--- config.mk ---
export PLATFORM = sky130hd
export DESIGN_NAME = cdg_expand_flat
export DESIGN_NICKNAME = d
export VERILOG_FILES = /design/src/hdl/cdg_pkg.sv /design/src/hdl/cdg_if.sv /design/src/hdl/cdg_expand.sv /design/src/flat_wrapper.sv
export SDC_FILE = /design/constraint.sdc
export NUM_CORES = 1
export LEC_CHECK = 0
export ABC_AREA = 1
export BUFFER_PORTS_ARGS = -buffer_cell sky130_fd_sc_hd__clkbuf_2
export CELL_PAD_IN_SITES_DETAIL_PLACEMENT = 0
export CELL_PAD_IN_SITES_GLOBAL_PLACEMENT = 1
export CORE_MARGIN = 1.5
export CORE_UTILIZATION = 52
export DETAILED_ROUTE_END_ITERATION = 6
export MAX_ROUTING_LAYER = met4
export PLACE_DENSITY = 0.92
export SYNTH_ARGS = -nofsm -noshare
export SYNTH_HDL_FRONTEND = slang
export SYNTH_SLANG_ARGS = --single-unit
--- constraint.sdc ---
create_clock -name clk -period 9.2 [get_ports clk]
set_input_delay 1.84 -clock clk [delete_from_list [all_inputs] [get_ports clk]]
set_output_delay 1.84 -clock clk [all_outputs]
set_load 0.01 [all_outputs]
--- src/hdl/cdg_pkg.sv ---
// ----------------------------------------------------------------------------
// cdg_pkg: shared definitions for the central difference gradient block
// Frame limits, field widths, register indexes and the records passed
// between the line store stage and the result expander.
// ----------------------------------------------------------------------------
package cdg_pkg;

	// Frame limits and field widths.
	localparam int MAX_WIDTH  = 2048;
	localparam int MAX_HEIGHT = 2048;
	localparam int PIX_W      = 8;
	localparam int DIM_W      = 12;
	localparam int COORD_W    = 11;
	localparam int ADDR_W     = $clog2(MAX_WIDTH);

	// Configuration port.
	localparam int CFG_IDX_W = 4;
	localparam logic [CFG_IDX_W-1:0] REG_FRAME_WIDTH  = CFG_IDX_W'(0);
	localparam logic [CFG_IDX_W-1:0] REG_FRAME_HEIGHT = CFG_IDX_W'(1);
	localparam logic [DIM_W-1:0] FRAME_WIDTH_RST  = DIM_W'(640);
	localparam logic [DIM_W-1:0] FRAME_HEIGHT_RST = DIM_W'(480);
	localparam logic [DIM_W-1:0] MIN_DIM          = DIM_W'(3);

	// Depth of the record queue in front of the expander.
	localparam int QDEPTH = 4;
	localparam int QPTR_W = $clog2(QDEPTH);
	localparam int QCNT_W = $clog2(QDEPTH + 1);

	// One line store word: the row two above and the row one above.
	typedef struct packed {
		logic [PIX_W-1:0] far;
		logic [PIX_W-1:0] near;
	} line_word_t;

	// Gradient of one interior position and the block of positions it covers.
	typedef struct packed {
		logic [PIX_W-1:0]   grad_x;
		logic [PIX_W-1:0]   grad_y;
		logic [COORD_W-1:0] x_lo;
		logic [COORD_W-1:0] x_hi;
		logic [COORD_W-1:0] y_lo;
		logic [COORD_W-1:0] y_hi;
	} grad_rec_t;

	typedef struct packed {
		logic      valid;
		grad_rec_t rec;
	} grad_push_t;

endpackage

--- src/hdl/cdg_if.sv ---


interface cdg_grad_if import cdg_pkg::*; ();
	logic               valid;
	logic               ready;
	logic [PIX_W-1:0]   grad_x;
	logic [PIX_W-1:0]   grad_y;
	logic [COORD_W-1:0] col_pos;
	logic [COORD_W-1:0] row_pos;
	logic               run_last;

	modport source (output valid, output grad_x, output grad_y, output col_pos,
		output row_pos, output run_last, input ready);
	modport sink   (input valid, input grad_x, input grad_y, input col_pos,
		input row_pos, input run_last, output ready);
endinterface


--- src/hdl/cdg_expand.sv ---
// ----------------------------------------------------------------------------
// cdg_expand: record queue and result expander
// Queues gradient records and emits one result per covered position,
// through an output register.
// ----------------------------------------------------------------------------
module cdg_expand import cdg_pkg::*; (
	input  logic              clk,
	input  logic              arst_n,
	input  grad_push_t        push,
	output logic [QCNT_W-1:0] q_used,
	cdg_grad_if.source        grads
);

	grad_rec_t          rec_q [QDEPTH];
	logic [QPTR_W-1:0]  wr_ptr_q, rd_ptr_q;
	logic [QCNT_W-1:0]  used_q;
	logic               start_q;
	logic [COORD_W-1:0] x_q, y_q;

	logic               out_valid_q, run_last_q;
	logic [PIX_W-1:0]   grad_x_q, grad_y_q;
	logic [COORD_W-1:0] col_pos_q, row_pos_q;

	grad_rec_t          head;
	logic [COORD_W-1:0] cur_x, cur_y;
	logic               done_x, done_y, last, fire, pop;

	// Current position inside the head record's block.
	assign head   = rec_q[rd_ptr_q];
	assign cur_x  = start_q ? head.x_lo : x_q;
	assign cur_y  = start_q ? head.y_lo : y_q;
	assign done_x = cur_x == head.x_hi;
	assign done_y = cur_y == head.y_hi;
	assign last   = done_x && done_y;
	assign fire   = (used_q != '0) && (!out_valid_q || grads.ready);
	assign pop    = fire && last;
	assign q_used = used_q;

	// Record queue.
	always_ff @(posedge clk) begin
		if (push.valid) begin
			rec_q[wr_ptr_q] <= push.rec;
		end
	end

	always_ff @(posedge clk or negedge arst_n) begin
		if (!arst_n) begin
			wr_ptr_q <= '0;
			rd_ptr_q <= '0;
			used_q   <= '0;
		end else begin
			if (push.valid) begin
				wr_ptr_q <= wr_ptr_q + QPTR_W'(1);
			end
			if (pop) begin
				rd_ptr_q <= rd_ptr_q + QPTR_W'(1);
			end
			used_q <= used_q + QCNT_W'(push.valid) - QCNT_W'(pop);
		end
	end

	// Scan the block row by row, one position per beat.
	always_ff @(posedge clk or negedge arst_n) begin
		if (!arst_n) begin
			start_q <= 1'b1;
		end else if (fire) begin
			start_q <= last;
		end
	end

	always_ff @(posedge clk) begin
		if (fire) begin
			if (done_x) begin
				x_q <= head.x_lo;
				y_q <= cur_y + COORD_W'(1);
			end else begin
				x_q <= cur_x + COORD_W'(1);
				y_q <= cur_y;
			end
		end
	end

	// Output register.
	always_ff @(posedge clk or negedge arst_n) begin
		if (!arst_n) begin
			out_valid_q <= 1'b0;
		end else if (fire) begin
			out_valid_q <= 1'b1;
		end else if (grads.ready) begin
			out_valid_q <= 1'b0;
		end
	end

	always_ff @(posedge clk) begin
		if (fire) begin
			grad_x_q   <= head.grad_x;
			grad_y_q   <= head.grad_y;
			col_pos_q  <= cur_x;
			row_pos_q  <= cur_y;
			run_last_q <= last;
		end
	end

	assign grads.valid    = out_valid_q;
	assign grads.grad_x   = grad_x_q;
	assign grads.grad_y   = grad_y_q;
	assign grads.col_pos  = col_pos_q;
	assign grads.row_pos  = row_pos_q;
	assign grads.run_last = run_last_q;

`ifndef SYNTHESIS
	// A record never arrives at a full queue.
	a_no_overflow: assert property (@(posedge clk) disable iff (!arst_n)
		push.valid && !pop |-> used_q != QCNT_W'(QDEPTH))
		else $error("record queue overflow");

	// A scan in progress stays inside the head record's block.
	a_scan_bounds: assert property (@(posedge clk) disable iff (!arst_n)
		fire && !start_q |-> (x_q <= head.x_hi) && (y_q <= head.y_hi))
		else $error("result scan left its block");
`endif

endmodule

--- src/flat_wrapper.sv ---
// flat-port wrapper written by rule: the top's interface ports become plain ports
module cdg_expand_flat import cdg_pkg::*;
  (clk, arst_n, push, q_used, grads_valid, grads_grad_x, grads_grad_y, grads_col_pos, grads_row_pos, grads_run_last, grads_ready);
  cdg_grad_if grads_i ();
  input  logic clk;
  input  logic arst_n;
  input  grad_push_t push;
  output logic [QCNT_W-1:0] q_used;
  output wire logic [$bits(grads_i.valid)-1:0] grads_valid;
  output wire logic [$bits(grads_i.grad_x)-1:0] grads_grad_x;
  output wire logic [$bits(grads_i.grad_y)-1:0] grads_grad_y;
  output wire logic [$bits(grads_i.col_pos)-1:0] grads_col_pos;
  output wire logic [$bits(grads_i.row_pos)-1:0] grads_row_pos;
  output wire logic [$bits(grads_i.run_last)-1:0] grads_run_last;
  input wire logic [$bits(grads_i.ready)-1:0] grads_ready;
  assign grads_valid = grads_i.valid;
  assign grads_grad_x = grads_i.grad_x;
  assign grads_grad_y = grads_i.grad_y;
  assign grads_col_pos = grads_i.col_pos;
  assign grads_row_pos = grads_i.row_pos;
  assign grads_run_last = grads_i.run_last;
  assign grads_i.ready = grads_ready;
  cdg_expand u_core (.clk(clk), .arst_n(arst_n), .push(push), .q_used(q_used), .grads(grads_i));
endmodule
==> metrics.md <==
| Metric | Value |
|---|---|
| Post-synthesis register bit count | `310` |
| Die ar. | `26200 µm²` |
| Clock buffer depth | `3` |
| FF-to-FF Start | `u_core.start_q$_DFFE_PN1P_` |
| Critical-path top delay cell | `dfstp_2` |
| Vias in the first global route | `7914` |
| Largest cells by area after synthesis | `edfxtp_1 69%, nand2_1 11%, nand3_1 4.4%` |
| PortBufs | `106` |
| CTS tree | `yes` |
| Via count | `8310` |
| Period minus WS final | `4560 ps` |
| Post-synthesis xor/xnor area fraction | `0.999%` |
| Most common cell in the netlist | `nand2_1` |
| CTS clk-pin slew, worst paths | `60 ps` |
| Ys async rst share | `2.90%` |
| Hold path endpoint | `u_core.wr_ptr_q[0]$_DFFE_PN0P_` |
| Sequence of cells on the critical path | `clkinv_1 -> nand2_1 -> nand3_1 -> nand2_1 -> nand2_1 -> nor2_2 -> nand3_4 -> nor2_4 -> nand2_1 -> inv_1 -> ha_1 -> inv_1 -> ha_1 -> fa_1 -> xnor2_1 -> xor2_1` |
| FF-to-FF path depth | `16` |
| Clk root buf | `clkbuf_16` |
| Most used DFF post-synth | `edfxtp_1` |
| Final Wtd Congestion | `0.823` |
| Cell accounting for the most synthesized area | `edfxtp_1` |
| Synthesized-area fraction occupied by adder cells | `0.914%` |
| # clock sinks | `310` |
| Via/cell ratio | `5.14` |
| PD cells | `277 nW/µm²` |
| Main combinational cell family by area after synthesis | `simple AND/OR/NAND/NOR gates` |
| Met3 Track Usage GR | `3.96%` |
| Fin crit share | `49.6%` |
| Share of cells above drive strength 1 | `16.0%` |
| Clk_skew | `15.5 ps` |
| Post_cts resized | `0` |
| Pre-CTS setup slack | `4690 ps` |
| Pre-antenna DRT Iters | `5` |
| Library cells used by synthesis | `35` |
| Status | `complete, no violations` |
| Reg2reg end | `u_core.q_used[2]$_DFF_PN0_` |
| Hold depth | `1` |
| CTS Buf Count | `30` |
| MaxCap Viol Count | `0` |
| Fillers | `1993` |
| Syn Inst Count | `1164` |
| CP Buf/Inv Count | `3` |
| Peak supply drop | `0.000206 V` |
| R2R setup slack | `4640 ps` |
| Synth Area in Compound Gates | `3.42%` |
| Core area | `25000 µm²` |
| Stages on worst setup path | `16` |
| Post-Syn Area | `13100 µm²` |
| Slew Viols, Final | `0` |
| Most used routing layer in global routing | `met2` |
| Critical path's most frequent cell | `nand2_1` |
| Post-synth EDFFs | `301` |
| Critical Path End Type | `flip-flop` |
| H-Tree Level Count | `1` |
| Total track usage | `21.9%` |
| Met1 usage | `31.0%` |
| Post-DRT Antenna Nets | `0` |
| Fin worst setup slack | `4640 ps` |
| Row Count | `58` |
| First-pass GRT wire length | `43000 µm` |
| Synth warn | `0` |
| Pleak | `6.01 nW` |
| Post-Synth Simple-Gate Area | `19.1%` |
| HP Start | `u_core.wr_ptr_q[0]$_DFFE_PN0P_` |
| Post-DP HPWL | `15400 µm` |
| DRC Markers | `0` |
| Antenna violations before repair | `1` |
| Commonest cells in the netlist | `370 x nand2_1, 301 x edfxtp_1, 116 x nand3_1, 96 x inv_1, 67 x nor2_1` |
| Critical path fanouts, max | `49` |
| Average wire per standard cell | `16.7 µm` |
| Slew Limit Headroom | `24.7%` |
| Initial Utilization | `52.7%` |
| Postcts setup bufs | `0` |
| Ports | `107` |
| Critical path type | `reg -> reg` |
| Mux share of post-synthesis cell area | `0%` |
| Hold_buf cts | `0` |
| Post-synthesis sequential area ratio | `70.5%` |
| Delay-heaviest family, CP | `simple AND/OR/NAND/NOR gates` |
| Final Hold Vio Count | `0` |
| Synth top area share | `68.7%` |
| GRT Residual Overflow | `0` |
| Die width | `162 µm` |
| F_max | `219 MHz` |
| WL final | `27000 µm` |
| Unrepaired setup endpoints after global routing | `no` |
| Min-delay worst type | `reg -> reg` |
| Pin count of the biggest net entering global routing | `110` |
| Post-synth net total | `1237` |
| Critical Path AT | `5000 ps` |
| Area delta synth->final | `13.0%` |
| Layout Nets | `1334` |
| Die Height | `162 µm` |
| CP Launch Type | `flip-flop` |
| Slew @ Worst Pin | `1130 ps` |
| Initial DRC Count | `698` |
| Mean post-synth cell area | `11.3 µm²` |
| Final total negative setup slack | `0 ps` |
| CP required | `9640 ps` |
| Global Route met2 Usage | `33.3%` |
| Critical Path Max Stage Delay | `1120 ps` |
| Clk_lat worst skew | `560 ps` |
| Final setup violation count | `0` |
worst register-to-register path, delay by kind of cell, from the launching register on:
family,cells,cell delay [ps]
XOR/XNOR,2,280
AND/OR/NAND/NOR,8,1420
flip-flops,1,1120
adder cells (fa/ha/maj),3,680
buffers and inverters,3,950
cell usage in the layout (no fill, tap or decap), types with 2 or more instances in the layout:
| cell | Yosys | routed |
|---|---|---|
| nand2_1 | 370 | 370 |
| edfxtp_1 | 301 | 301 |
| nand3_1 | 116 | 116 |
| clkbuf_2 | 0 | 106 |
| inv_1 | 96 | 92 |
| nor2_1 | 67 | 67 |
| o21ai_0 | 55 | 55 |
| clkbuf_16 | 0 | 31 |
| or2_2 | 17 | 17 |
| o22ai_1 | 16 | 16 |
| o21ai_1 | 11 | 11 |
| xor2_1 | 10 | 10 |
| nand2_2 | 9 | 9 |
| ha_1 | 8 | 8 |
| clkinvlp_4 | 0 | 8 |
| buf_4 | 12 | 8 |
| inv_2 | 2 | 6 |
| dfrtp_1 | 8 | 6 |
| clkinv_1 | 1 | 5 |
| xnor2_1 | 5 | 5 |
| and2_1 | 4 | 4 |
| clkinv_2 | 0 | 4 |
| nor2_2 | 3 | 3 |
| nor3_1 | 3 | 3 |
| clkbuf_1 | 13 | 3 |
| clkinv_4 | 0 | 3 |
| inv_6 | 1 | 2 |
| nand3b_1 | 2 | 2 |
| nand4_1 | 2 | 2 |
| bufinv_16 | 0 | 2 |
flip-flops by register name, indices dropped and copies added (netlist names), 2 cells and up:
register	cells
u_core.wr_ptr_q	2
u_core.y_q	11
u_core.x_q	11
u_core.grads.grad_y	8
u_core.grads.col_pos	11
u_core.rec_q	240
u_core.rd_ptr_q	2
u_core.grads.grad_x	8
u_core.q_used	3
u_core.grads.row_pos	11
power breakdown:
group | switching [mW] | leakage, nW | internal (mW)
Sequential | 0.103 | 2.91 | 1.98
Clock | 0.526 | 0.454 | 0.675
Combinational | 0.575 | 2.64 | 0.257
routing by layer:
| layer | up-vias | wire length (µm) |
|---|---|---|
| met5 | - | 0 |
| met4 | 0 | 426 |
| met3 | 37 | 1940 |
| met2 | 275 | 12400 |
| met1 | 3867 | 12200 |
| li1 | 4131 | - |
how the worst max path moves through the flow:
stage                                          start                    endpoint  slack [ps]
after floorplan                          grads_ready  u_core.q_used[2]$_DFF_PN0_        2340
after global placement    u_core.start_q$_DFFE_PN1P_  u_core.q_used[2]$_DFF_PN0_        4750
after detailed placement  u_core.start_q$_DFFE_PN1P_  u_core.q_used[2]$_DFF_PN0_        4690
after CTS                 u_core.start_q$_DFFE_PN1P_  u_core.q_used[2]$_DFF_PN0_        4650
after global routing      u_core.start_q$_DFFE_PN1P_  u_core.q_used[2]$_DFF_PN0_        4320
final                     u_core.start_q$_DFFE_PN1P_  u_core.q_used[2]$_DFF_PN0_        4640
logic make-up (layout without fill, tap and decap cells):
group,after synthesis,in the layout
compound gates,85,85
xor+xnor,15,15
fa+ha+maj,9,9
buf+inv,149,270
flops,310,310
other cells,0,1
simple gates,596,596
metrics by stage:
stage | hold WS, ps | instance area, µm² | cells | power [mW] | utilization (%)
final | 532 | 14900 | 1616 | 4.12 | 59.5
after global routing | 562 | 14900 | 1616 | 4.33 | 59.5
after CTS | 537 | 14900 | 1615 | 4.14 | 59.5
after detailed placement | 525 | 13900 | 1559 | 2.95 | 55.6
after global placement | 516 | 13900 | 1559 | 2.93 | 55.6
after floorplan | 491 | 13100 | 1164 | 2.64 | -
layout make-up:
| class | count | area (µm²) | share of cell area (%) |
|---|---|---|---|
| Sequential cell | 310 | 9270 | 62.4 |
| Multi-Input combinational cell | 705 | 3220 | 21.7 |
| Clock buffer | 34 | 787 | 5.30 |
| Timing Repair Buffer | 114 | 591 | 3.97 |
| Tap cell | 330 | 413 | 2.78 |
| Inverter | 100 | 380 | 2.56 |
| Clock inverter | 22 | 190 | 1.28 |
| Antenna cell | 1 | 2.50 | 0.0168 |
Power figures use the tool's default switching activity.
